`config.mk`:
```
export PLATFORM = sky130hd
export DESIGN_NAME = hashed_key_toggle_set_core
export DESIGN_NICKNAME = d
export VERILOG_FILES = /design/src/hdl/hkts_pkg.sv /design/src/hdl/hkts_ram.sv /design/src/hdl/hashed_key_toggle_set_core.sv
export SDC_FILE = /design/constraint.sdc
export NUM_CORES = 2
export LEC_CHECK = 0
export ABC_CLOCK_PERIOD_IN_PS = 11280
export BUFFER_PORTS_ARGS = -buffer_cell sky130_fd_sc_hd__buf_2
export CORE_UTILIZATION = 37
export DETAILED_ROUTE_END_ITERATION = 8
export GPL_ROUTABILITY_DRIVEN = 1
export PLACE_DENSITY = 0.54
export SYNTH_ARGS = -nofsm -noshare
export SYNTH_HDL_FRONTEND = slang
export SYNTH_SLANG_ARGS = --single-unit
```
`constraint.sdc`:
```
create_clock -name i_clk -period 11.28 [get_ports i_clk]
set_input_delay 1.128 -clock i_clk [delete_from_list [all_inputs] [get_ports i_clk]]
set_output_delay 1.128 -clock i_clk [all_outputs]
set_load 0.05 [all_outputs]
```
`src/hdl/hkts_pkg.sv`:
```
// ============================================================================
// hkts_pkg - shared types and constants for the hashed key toggle set
// Operation codes, state encoding, result record and the FNV-1a byte step.
// ============================================================================
package hkts_pkg;

    // FNV-1a 32-bit constants
    localparam logic [31:0] FNV_BASIS = 32'd2166136261;
    localparam logic [31:0] FNV_PRIME = 32'd16777619;

    // Stream widths in bits (zero padded) and the result count width
    localparam int S_TDATA_W = 40;
    localparam int S_TUSER_W = 4;
    localparam int M_TDATA_W = 40;
    localparam int M_TUSER_W = 3;
    localparam int COUNT_W   = 7;

    // Operation codes carried in the input tuser
    typedef enum logic [2:0] {
        OP_TOGGLE    = 3'd0,
        OP_QUERY     = 3'd1,
        OP_LOAD_HASH = 3'd2,
        OP_CLEAR     = 3'd3,
        OP_LOAD_KEY  = 3'd4
    } t_op;

    // Controller states
    typedef enum logic [1:0] {
        S_IDLE,
        S_SEARCH,
        S_SHIFT,
        S_WAIT
    } t_state;

    // One result item
    typedef struct packed {
        logic [31:0]        hash;
        logic [COUNT_W-1:0] count;
        logic               rejected;
        logic               removed;
        logic               member;
    } t_result;

    // One FNV-1a step: xor the byte in, multiply by the prime modulo 2^32
    function automatic logic [31:0] fnv_step(input logic [31:0] h, input logic [7:0] b);
        logic [31:0] x;
        x = h ^ {24'd0, b};
        return 32'(x * FNV_PRIME);
    endfunction

endpackage

```
`src/hdl/hkts_ram.sv`:
```
// ============================================================================
// hkts_ram - key table storage
// Single write port, single read port, read data registered.
// ============================================================================
module hkts_ram #(
    parameter int DEPTH  = 64,
    parameter int ADDR_W = (DEPTH > 1) ? $clog2(DEPTH) : 1
) (
    input  logic              i_clk,
    input  logic              i_wr_en,
    input  logic [ADDR_W-1:0] i_wr_addr,
    input  logic [31:0]       i_wr_data,
    input  logic              i_rd_en,
    input  logic [ADDR_W-1:0] i_rd_addr,
    output logic [31:0]       o_rd_data
);

    logic [31:0] r_mem [DEPTH];
    logic [31:0] r_rd_data;

    // Write and registered read; contents undefined until written
    always_ff @(posedge i_clk) begin
        if (i_wr_en) begin
            r_mem[i_wr_addr] <= i_wr_data;
        end
        if (i_rd_en) begin
            r_rd_data <= r_mem[i_rd_addr];
        end
    end

    assign o_rd_data = r_rd_data;

endmodule

```
`src/hdl/hashed_key_toggle_set_core.sv`:
```
// ============================================================================
// hashed_key_toggle_set_core - ordered membership table of FNV-1a key hashes
// Key bytes are hashed one per transfer; the last transfer of a key toggles,
// queries or loads it in a table held in one synchronous RAM.
// ============================================================================
//
//  Channel  | Direction | tdata (low bit up)                  | tuser / tlast
//  ---------+-----------+-------------------------------------+---------------------------
//  s_axis   | in        | key_byte[7:0], stored_hash[39:8]    | operation[2:0], has_byte[3];
//           |           |                                     | tlast = last_byte
//  m_axis   | out       | entry_count[6:0], key_hash[38:7]    | is_member[0], removed[1],
//           |           |                                     | rejected[2]
//
//  A key byte, a load hash word or a clear is handled in the idle state. The
//  last transfer of a toggle or query walks the RAM one entry a cycle from
//  entry 0 until a match or the end; a toggle that removes an entry then
//  reads and writes back each later entry, one place down. The single RAM
//  read port sets this pace. Reset: synchronous, active low; clears the
//  count and the output valid and sets the hash to the FNV basis; the RAM
//  is not cleared. A result waiting in the output register does not stop
//  input transfers; only a second result blocks until the first is taken.
module hashed_key_toggle_set_core #(
    parameter int TABLE_DEPTH = 64
) (
    input  logic                           i_clk,
    input  logic                           i_rst_n,
    // in: key_byte[7:0], stored_hash[39:8]
    input  logic [hkts_pkg::S_TDATA_W-1:0] s_axis_tdata,
    // in: operation[2:0], has_byte[3]
    input  logic [hkts_pkg::S_TUSER_W-1:0] s_axis_tuser,
    input  logic                           s_axis_tlast,
    input  logic                           s_axis_tvalid,
    output logic                           s_axis_tready,
    // out: entry_count[6:0], key_hash[38:7], zero[39]
    output logic [hkts_pkg::M_TDATA_W-1:0] m_axis_tdata,
    // out: is_member[0], removed[1], rejected[2]
    output logic [hkts_pkg::M_TUSER_W-1:0] m_axis_tuser,
    output logic                           m_axis_tvalid,
    input  logic                           m_axis_tready
);

    localparam int AW = (TABLE_DEPTH > 1) ? $clog2(TABLE_DEPTH) : 1;
    localparam int CW = $clog2(TABLE_DEPTH + 1);
    localparam int IW = CW + 1;

    // Registers
    hkts_pkg::t_state  r_state, n_state;
    logic [31:0]       r_hash, n_hash;
    logic              r_started, n_started;
    logic [CW-1:0]     r_count, n_count;
    logic [31:0]       r_key, n_key;
    logic              r_toggle, n_toggle;
    logic [AW-1:0]     r_ptr, n_ptr;
    hkts_pkg::t_result r_pend;
    hkts_pkg::t_result r_out;
    logic              r_out_valid;

    // Combinational
    hkts_pkg::t_result res;
    logic              res_fire;
    logic              slot_free;
    logic              rd_en, wr_en;
    logic [AW-1:0]     rd_addr, wr_addr;
    logic [31:0]       wr_data;
    logic [31:0]       rd_data;
    logic [31:0]       step_hash, key_hash;
    logic              key_started;
    logic              room;
    logic              hit;
    logic [AW-1:0]     ptr_inc1, ptr_inc2;
    logic [IW-1:0]     pos_inc1, pos_inc2;
    hkts_pkg::t_op     in_op;

    // Table RAM
    hkts_ram #(
        .DEPTH  (TABLE_DEPTH),
        .ADDR_W (AW)
    ) u_ram (
        .i_clk     (i_clk),
        .i_wr_en   (wr_en),
        .i_wr_addr (wr_addr),
        .i_wr_data (wr_data),
        .i_rd_en   (rd_en),
        .i_rd_addr (rd_addr),
        .o_rd_data (rd_data)
    );

    assign in_op     = hkts_pkg::t_op'(s_axis_tuser[2:0]);
    assign slot_free = !r_out_valid || m_axis_tready;
    assign ptr_inc1  = r_ptr + AW'(1);
    assign ptr_inc2  = ptr_inc1 + AW'(1);
    assign pos_inc1  = IW'(r_ptr) + IW'(1);
    assign pos_inc2  = pos_inc1 + IW'(1);
    assign room      = (r_count < CW'(TABLE_DEPTH));

    // Next state, RAM control and result
    always_comb begin
        n_state       = r_state;
        n_hash        = r_hash;
        n_started     = r_started;
        n_count       = r_count;
        n_key         = r_key;
        n_toggle      = r_toggle;
        n_ptr         = r_ptr;
        rd_en         = 1'b0;
        rd_addr       = '0;
        wr_en         = 1'b0;
        wr_addr       = '0;
        wr_data       = r_key;
        res_fire      = 1'b0;
        res           = '0;
        s_axis_tready = 1'b0;
        step_hash     = hkts_pkg::fnv_step(r_hash, s_axis_tdata[7:0]);
        key_hash      = s_axis_tuser[3] ? step_hash : r_hash;
        key_started   = r_started | s_axis_tuser[3];
        hit           = (r_count != '0) && (rd_data == r_key);

        case (r_state)
            hkts_pkg::S_IDLE: begin
                s_axis_tready = 1'b1;
                if (s_axis_tvalid) begin
                    case (in_op)
                        hkts_pkg::OP_LOAD_HASH: begin
                            n_hash    = hkts_pkg::FNV_BASIS;
                            n_started = 1'b0;
                            res_fire  = 1'b1;
                            res.hash  = s_axis_tdata[39:8];
                            if (room) begin
                                wr_en      = 1'b1;
                                wr_addr    = r_count[AW-1:0];
                                wr_data    = s_axis_tdata[39:8];
                                n_count    = r_count + CW'(1);
                                res.member = 1'b1;
                            end else begin
                                res.rejected = 1'b1;
                            end
                        end
                        hkts_pkg::OP_CLEAR: begin
                            n_hash    = hkts_pkg::FNV_BASIS;
                            n_started = 1'b0;
                            n_count   = '0;
                            res_fire  = 1'b1;
                        end
                        hkts_pkg::OP_TOGGLE, hkts_pkg::OP_QUERY, hkts_pkg::OP_LOAD_KEY: begin
                            if (!s_axis_tlast) begin
                                n_hash    = key_hash;
                                n_started = key_started;
                            end else begin
                                n_hash    = hkts_pkg::FNV_BASIS;
                                n_started = 1'b0;
                                n_key     = key_hash;
                                res.hash  = key_hash;
                                if (!key_started) begin
                                    // empty key
                                    res_fire     = 1'b1;
                                    res.rejected = 1'b1;
                                end else if (in_op == hkts_pkg::OP_LOAD_KEY) begin
                                    res_fire = 1'b1;
                                    if (room) begin
                                        wr_en      = 1'b1;
                                        wr_addr    = r_count[AW-1:0];
                                        wr_data    = key_hash;
                                        n_count    = r_count + CW'(1);
                                        res.member = 1'b1;
                                    end else begin
                                        res.rejected = 1'b1;
                                    end
                                end else begin
                                    // start the scan at entry 0
                                    n_toggle = (in_op == hkts_pkg::OP_TOGGLE);
                                    n_ptr    = '0;
                                    rd_en    = 1'b1;
                                    rd_addr  = '0;
                                    n_state  = hkts_pkg::S_SEARCH;
                                end
                            end
                        end
                        default: ;
                    endcase
                end
            end

            hkts_pkg::S_SEARCH: begin
                res.hash = r_key;
                if (hit) begin
                    if (!r_toggle) begin
                        res_fire   = 1'b1;
                        res.member = 1'b1;
                    end else if (pos_inc1 < IW'(r_count)) begin
                        // close the gap from the match onwards
                        rd_en   = 1'b1;
                        rd_addr = ptr_inc1;
                        n_state = hkts_pkg::S_SHIFT;
                    end else begin
                        n_count     = r_count - CW'(1);
                        res_fire    = 1'b1;
                        res.removed = 1'b1;
                    end
                end else if (pos_inc1 < IW'(r_count)) begin
                    rd_en   = 1'b1;
                    rd_addr = ptr_inc1;
                    n_ptr   = ptr_inc1;
                end else begin
                    // key absent
                    res_fire = 1'b1;
                    if (r_toggle) begin
                        if (room) begin
                            wr_en      = 1'b1;
                            wr_addr    = r_count[AW-1:0];
                            wr_data    = r_key;
                            n_count    = r_count + CW'(1);
                            res.member = 1'b1;
                        end else begin
                            res.rejected = 1'b1;
                        end
                    end
                end
            end

            hkts_pkg::S_SHIFT: begin
                // entry ptr+1 is in the read register: move it down one place
                res.hash = r_key;
                wr_en    = 1'b1;
                wr_addr  = r_ptr;
                wr_data  = rd_data;
                if (pos_inc2 < IW'(r_count)) begin
                    rd_en   = 1'b1;
                    rd_addr = ptr_inc2;
                    n_ptr   = ptr_inc1;
                end else begin
                    n_count     = r_count - CW'(1);
                    res_fire    = 1'b1;
                    res.removed = 1'b1;
                end
            end

            hkts_pkg::S_WAIT: begin
                if (slot_free) begin
                    n_state = hkts_pkg::S_IDLE;
                end
            end

            default: n_state = hkts_pkg::S_IDLE;
        endcase

        res.count = hkts_pkg::COUNT_W'(n_count);
        if (res_fire) begin
            n_state = slot_free ? hkts_pkg::S_IDLE : hkts_pkg::S_WAIT;
        end
    end

    // Control and working registers
    always_ff @(posedge i_clk) begin
        if (!i_rst_n) begin
            r_state   <= hkts_pkg::S_IDLE;
            r_hash    <= hkts_pkg::FNV_BASIS;
            r_started <= 1'b0;
            r_count   <= '0;
            r_toggle  <= 1'b0;
            r_ptr     <= '0;
        end else begin
            r_state   <= n_state;
            r_hash    <= n_hash;
            r_started <= n_started;
            r_count   <= n_count;
            r_toggle  <= n_toggle;
            r_ptr     <= n_ptr;
        end
    end

    always_ff @(posedge i_clk) begin
        r_key <= n_key;
        if (res_fire) begin
            r_pend <= res;
        end
    end

    // Output register: loaded straight from a new result or from the held one
    always_ff @(posedge i_clk) begin
        if (!i_rst_n) begin
            r_out_valid <= 1'b0;
        end else if (res_fire && slot_free) begin
            r_out_valid <= 1'b1;
        end else if (r_state == hkts_pkg::S_WAIT && slot_free) begin
            r_out_valid <= 1'b1;
        end else if (m_axis_tready) begin
            r_out_valid <= 1'b0;
        end
    end

    always_ff @(posedge i_clk) begin
        if (res_fire && slot_free) begin
            r_out <= res;
        end else if (r_state == hkts_pkg::S_WAIT && slot_free) begin
            r_out <= r_pend;
        end
    end

    assign m_axis_tvalid = r_out_valid;
    assign m_axis_tdata  = {1'b0, r_out.hash, r_out.count};
    assign m_axis_tuser  = {r_out.rejected, r_out.removed, r_out.member};

    // Checks
    a_count_bound: assert property (@(posedge i_clk) disable iff (!i_rst_n)
        r_count <= CW'(TABLE_DEPTH))
        else $error("entry count beyond table depth");

    a_clear_empties: assert property (@(posedge i_clk) disable iff (!i_rst_n)
        (s_axis_tvalid && s_axis_tready && in_op == hkts_pkg::OP_CLEAR) |=> (r_count == '0))
        else $error("clear did not empty the table");

    a_shift_in_range: assert property (@(posedge i_clk) disable iff (!i_rst_n)
        (r_state == hkts_pkg::S_SHIFT) |-> (pos_inc1 < IW'(r_count)))
        else $error("shift pointer past the last entry");

    a_wait_has_output: assert property (@(posedge i_clk) disable iff (!i_rst_n)
        (r_state == hkts_pkg::S_WAIT) |-> r_out_valid)
        else $error("held result with an empty output register");

endmodule

```
-- Word level (Yosys, flattened, before mapping)
Memory sizes are Yosys's and may differ from the RTL's. A register that Yosys moved wholly into a read port is not among the register bits.
Index checks and enable logic that the tools add are counted.
- input port bits: 49
- output and inout bits: 45
- logic and storage cells: 198
- register bits: 166
- memories: 1
- RAM bits: 2048
- memory list (name ; words ; bits a word ; rd ports ; clocked after Yosys merged registers in ; wr ports ; line ; text):
    u_ram.r_mem ; 64 ; 32 ; 1 ; 1 ; 1 ; hkts_ram.sv:18 ; logic [31:0] r_mem [DEPTH];
- reductions and logical operators: 21
- multiplexer cells: 120
- multiply operators: 1
- equal/unequal tests: 25
- magnitude comparators: 3
- bitwise gates (word level): 3
- add/sub/neg operators: 6
- operators with widths (operator ; number):
    32-bit 2-to-1 mux ; 10
    32-bit one-hot mux with 2 select lines ; 5
    6-bit 2-to-1 mux ; 20
    42-bit 2-to-1 mux ; 2
    7-bit 2-to-1 mux ; 11
    1-bit 2-to-1 mux ; 44
    7-bit one-hot mux with 3 select lines ; 2
    6-bit one-hot mux with 3 select lines ; 2
    32-bit == test ; 1
    32-bit by 25-bit multiplier with 32-bit output (second input constant) ; 1
    32-bit by 8-bit bitwise XOR with 32-bit output ; 1
    3-bit inequality test (second input constant) ; 8
    6-bit one-hot mux with 2 select lines ; 2
    2-bit 2-to-1 mux ; 11
    2-bit inequality test (second input constant) ; 7
    1-bit one-hot mux with 2 select lines ; 7
    6-bit by 1-bit adder with 6-bit output (second input constant) ; 2
    10-bit AND reduction ; 1
    1-bit one-hot mux with 3 select lines ; 3
    9-bit AND reduction ; 1
    7-bit by 1-bit adder with 8-bit output (second input constant) ; 1
    8-bit by 7-bit < comparator with 1-bit output ; 1
    6-bit by 1-bit adder with 7-bit output (second input constant) ; 1
    7-bit by 1-bit adder with 7-bit output (second input constant) ; 1
    27 further kinds ; 34

-- Depth between registers and ports, before layout
- depth in word-level cells: 10
- mapped depth: 25
- depth with buffers taken out: 25

-- By module
From an unflattened synthesis, not the netlist that was laid out.
- cell total of the unflattened synthesis: 5304
- area total of the unflattened synthesis: 95616.7 um2
- modules (own cells, without submodules) (module ; seq. area each (um2) ; times used ; area each (um2) ; cells each):
    hkts_ram ; 62459.9 ; 1 ; 79359.9 ; 3511
    hashed_key_toggle_set_core ; 4484.3 ; 1 ; 16256.8 ; 1793

-- Worst setup path before layout
No wires, ideal clock.
- path type: input -> register
- start: input s_axis_tdata[3] (netlist bit)
- end: memory u_ram.r_mem[0][29], data pin
- library setup time: 0.905 ns
- required time: 10.375 ns
- data arrival time: 9.632 ns
- buffers on the path: 0
- slack: 0.743 ns
- stages on the path: 23
- path through: xor2_1 > ha_1 > ha_1 > inv_1 > fa_1 > inv_1 > ha_1 > fa_1 > ha_1 > inv_1 > fa_1 > inv_1 > ha_1 > a21o_1 > a21oi_1 > a21bo_2 > o21ai_0 > a2111o_1 > a31oi_1 > o211ai_1 > o311ai_1 > nor2_1 > o41ai_1
- word-level cells in the longest chain between the ends: 10
- ends and longest elaborated chain (what ; line ; text):
    from (decl) ; hashed_key_toggle_set_core.sv:28 ; input logic [hkts_pkg::S_TDATA_W-1:0] s_axis_tdata,
    32-bit by 8-bit bitwise XOR with 32-bit output ; hkts_pkg.sv:47 ; x = h ^ {24'd0, b};
    32-bit by 25-bit multiplier with 32-bit output ; hkts_pkg.sv:48 ; return 32'(x * FNV_PRIME);
    32-bit 2-to-1 mux ; hashed_key_toggle_set_core.sv:114 ; key_hash = s_axis_tuser[3] ? step_hash : r_hash;
    named net key_hash[29] ; hashed_key_toggle_set_core.sv:66 ; logic [31:0] step_hash, key_hash;
    32-bit 2-to-1 mux ; hashed_key_toggle_set_core.sv:159 ; if (room) begin
    32-bit 2-to-1 mux ; hashed_key_toggle_set_core.sv:157 ; end else if (in_op == hkts_pkg::OP_LOAD_KEY) begin
    32-bit 2-to-1 mux ; hashed_key_toggle_set_core.sv:153 ; if (!key_started) begin
    32-bit 2-to-1 mux ; hashed_key_toggle_set_core.sv:145 ; if (!s_axis_tlast) begin
    32-bit one-hot mux with 2 select lines ; hashed_key_toggle_set_core.sv:122 ; case (in_op)
    32-bit 2-to-1 mux ; hashed_key_toggle_set_core.sv:121 ; if (s_axis_tvalid) begin
    32-bit one-hot mux with 2 select lines ; hashed_key_toggle_set_core.sv:118 ; case (r_state)
    named net u_ram.i_wr_data[29] ; hkts_ram.sv:12 ; input logic [31:0] i_wr_data,
    to (decl) ; hkts_ram.sv:18 ;
The timed path passes the listed nets, and every way through them passes these cells.

-- Worst setup path in the final report
- start: register r_hash[3]
- end: memory u_ram.r_mem[9][30], data pin
- word-level cells in the longest chain between the ends: 10
- ends and longest elaborated chain (what ; line ; text):
    from (decl) ; hashed_key_toggle_set_core.sv:48 ; logic [31:0] r_hash, n_hash;
    from (signal assigned) ; hashed_key_toggle_set_core.sv:256 ; r_hash <= hkts_pkg::FNV_BASIS;
    from (signal assigned) ; hashed_key_toggle_set_core.sv:263 ; r_hash <= n_hash;
    32-bit by 8-bit bitwise XOR with 32-bit output ; hkts_pkg.sv:47 ;
    32-bit by 25-bit multiplier with 32-bit output ; hkts_pkg.sv:48 ;
    32-bit 2-to-1 mux ; hashed_key_toggle_set_core.sv:114 ;
    named net key_hash[30] ; hashed_key_toggle_set_core.sv:66 ;
    32-bit 2-to-1 mux ; hashed_key_toggle_set_core.sv:159 ;
    32-bit 2-to-1 mux ; hashed_key_toggle_set_core.sv:157 ;
    32-bit 2-to-1 mux ; hashed_key_toggle_set_core.sv:153 ;
    32-bit 2-to-1 mux ; hashed_key_toggle_set_core.sv:145 ;
    32-bit one-hot mux with 2 select lines ; hashed_key_toggle_set_core.sv:122 ;
    32-bit 2-to-1 mux ; hashed_key_toggle_set_core.sv:121 ;
    32-bit one-hot mux with 2 select lines ; hashed_key_toggle_set_core.sv:118 ;
    named net u_ram.i_wr_data[30] ; hkts_ram.sv:12 ;
The timed path passes the listed nets, and every way through them passes these cells.

==> flow_summary.yaml <==
floorplanning:
  io-pin-count: 94
  die_h_um: 514
  coreArea_sq_mm: 0.260
  die_x_um: 514
  start_util_pct: 37.3
  rows: 187
  die-area_sq_mm: 0.264
clock_tree:
  hold_buffers: 0
  clock_latency_ps: 910
  cts_root_buf: "clkbuf_16"
  cts_num_sinks: 2246
  cts_buffers: 226
  clockBufferDepth: 3
  cts_htree_levels: 4
  clkTransAtPathRegs_ps: 70
  post_cts.repair.setup_buffers: 0
  cts_resized: 0
  cts_tree: "built"
route:
  route.met2.wl_mm: 146
  drc: 0
  drt_wl_total_mm: 321
  highest_layer: "met5"
  post_drt_wl_per_cell_um: 28.9
  ant_nets: 0
  num_vias: 63640
  vias_per_cell: 5.71
  wl_met1_mm: 135
  drtIter0Drc: 8694
  wl_met3_mm: 29.9
  first_pass_iters: 8
pwr:
  ir_drop_mv: 0.341
  p_comb_share_pct: 32.7
  powerDensity_mw_per_mm2: 258
  switching_share_pct: 36.3
  cellLeakagePower_nw: 39.0
  p_sw_mw: 10.3
  pwr-share-clk_pct: 26.2
  p_int_mw: 18.1
  seq_power_share_pct: 41.1
  total_power_mw: 28.4
worst_setup_path:
  critPathLaunch: "r_hash[3]$_SDFFE_PN0P_"
  cp_data_required_time_ps: 11770
  worstSetupStartpointType: "flip-flop"
  worstPathArrival_ps: 8920
  criticalPathCategory: "flip-flop to flip-flop"
  max_stage_delay_ps: 900
  cp_common_cell: "ha_1"
  slowest_stage: "nand2_2"
  critPathCaptureType: "flip-flop"
  worstPathMaxFanout: 64
  cp_cell_sequence: "xor2_1 -> ha_1 -> ha_1 -> inv_1 -> fa_1 -> inv_1 -> ha_1 -> fa_1 -> ha_1 -> inv_1 -> fa_1 -> inv_1 -> ha_1 -> a21o_1 -> a21oi_1 -> a21boi_0 -> o31ai_2 -> a31oi_1 -> o211ai_1 -> a21oi_1 -> o21a_1 -> o31ai_1 -> o221ai_1 -> nand2_2"
  timing.rr.start: "r_hash[3]$_SDFFE_PN0P_"
sta:
  finalSetupViolCount: 0
  final.setup.tns_ps: 0
  final_max_slew_viol_count: 0
  layout_min_cycle_time_ps: 8430
  finClkSkew_ps: 89.6
  max_slew.worst_pin.slew_ps: 1400
  max_freq_mhz: 119
  fin_crit_sh_pct: 74.8
  final-hold-violation-count: 0
  slew_headroom_pct: 6.49
  finalHoldWorstSlack_ps: 488
  rsz0062_at_grt: "no"
hold_path:
  min-delay-start: "r_pend[22]$_DFFE_PP_"
  hp-class: "flip-flop to flip-flop"
synth:
  synth-main-ff-cell: "edfxtp_1"
  ys_warn_count: 0
  async_reset_ff_share_pct: 0
  synth-seq-cells: 2246
  synth_edf_count: 2196
  ys_seq_area_share_pct: 69.0
  synth_area_sq_mm: 0.0970
  synth_cell_types: 90
  avgSynthCellArea_sq_um: 13.2
  netlist_instances: 7342
  synth_nets: 7673
run_status:
  status: "finished clean"
global_route:
  antenna_found_initial: 24
  grt_overflow_total: 0
  grt_pass1_wl_mm: 455
  grt_use_total_pct: 23.9
  grt_pass1_vias: 60102
  grt_start_max_net_pins: 149
place:
  portBuffers: 92
  dpl.hpwl_mm: 183
  gp_congestion: 0.874
  placed_area_sq_mm: 0.103
cells_and_area:
  area_delta_synth_final_pct: 13.2
  fin_nets: 7776
  final_common_cell: "edfxtp_1"
  layout_common_cells: "edfxtp_1, nand2_1, nand3_1"
  drive_above_1_share_pct: 10.5
  final_cell_area_sq_mm: 0.110
job:
  cap_violations: 0
power groups by stage:
stage	logic [mW]	registers, mW	clock network, mW
2_1_floorplan	5.24	12.2	0
3_3_place_gp	9.04	11.8	0
3_5_place_dp	9.17	11.8	0
4_1_cts	9.21	11.7	7.52
5_1_grt	9.97	11.7	7.84
6_report	9.27	11.7	7.42
cells in the mapped netlist, types with 18 or more instances:
library cell	number	area [sq um]
nor3_1	38	190
xnor2_1	40	350
buf_2	148	741
a31oi_1	184	1150
nand4_1	125	782
buf_4	69	518
buf_1	25	93.8
a32oi_1	132	1160
mux2i_1	336	3360
fa_1	72	1440
dfxtp_1	50	1000
nand2_1	1626	6100
o22ai_1	91	569
o21ai_0	159	796
a21oi_1	140	701
edfxtp_1	2196	65900
a21o_1	25	188
inv_1	215	807
ha_1	210	2630
nor2_1	240	901
o221ai_1	32	280
nand3_1	546	2730
a22o_1	18	158
xor2_1	49	429
a22oi_1	61	458
clkbuf_1	180	676
mux2_2	22	248
critical path: cells and delay by family, from the launching register on:
kind,cells,cell delay (ps)
buffers and inverters,4,190
flip-flops,1,380
AND/OR/NAND/NOR,1,900
AO/OA/AOI/OAI,10,3020
XOR/XNOR,1,590
adder cells (fa/ha/maj),8,2890
registers in the layout (all words and copies together), names as in the netlist:
signal / count
m_axis_tdata: 39
m_axis_tuser: 3
m_axis_tvalid: 1
r_count: 7
r_hash: 32
r_key: 32
r_pend: 42
r_ptr: 6
r_started: 1
r_state: 2
r_toggle: 1
u_ram.o_rd_data: 32
u_ram.r_mem: 2048
routing by layer:
metal  global-route usage, %  vias up
met5                       0        -
met4                    7.53        6
met3                    4.63      445
met2                    37.4     3075
met1                    33.5    32507
li1                        -    27607
per-stage QoR:
stage | utilization, % | setup WS (ps) | std cells
2_1_floorplan | - | 743 | 7342
3_3_place_gp | 39.4 | 2360 | 10713
3_5_place_dp | 39.4 | 2220 | 10713
4_1_cts | 42.2 | 3050 | 11133
5_1_grt | 42.2 | 2600 | 11136
6_report | 42.2 | 2850 | 11143
cells by family after synthesis:
logic type	share of synthesized area, %
flip-flops	69.0
AO/OA/AOI/OAI	7.31
AND/OR/NAND/NOR	11.8
XOR/XNOR	0.804
buffers and inverters	3.14
multiplexers	3.72
other	0.00387
adder cells (fa/ha/maj)	4.19
final timing paths:
| check | endpoint | slack (ps) | depth (start not counted) |
|---|---|---|---|
| worst min-delay path | m_axis_tdata[19]$_DFFE_PP_ | 490 | 2 |
| worst min register to register | m_axis_tdata[19]$_DFFE_PP_ | 490 | 2 |
| worst max register to register | u_ram.r_mem[9][30]$_DFFE_PP_ | 2850 | 24 |
| worst max-delay path | u_ram.r_mem[9][30]$_DFFE_PP_ | 2850 | 24 |
layout make-up:
cell class / count / area [sq um]
tap: 3496 / 4370
inverter: 217 / 815
sequential: 2246 / 66900
fill: 23856 / 150000
timing repair buffer: 314 / 2390
clock buffer: 286 / 5930
antenna: 10 / 25.0
clock inverter: 134 / 1360
multi-input combinational: 4440 / 28000
No activity file was read; power rests on OpenSTA's default activity.
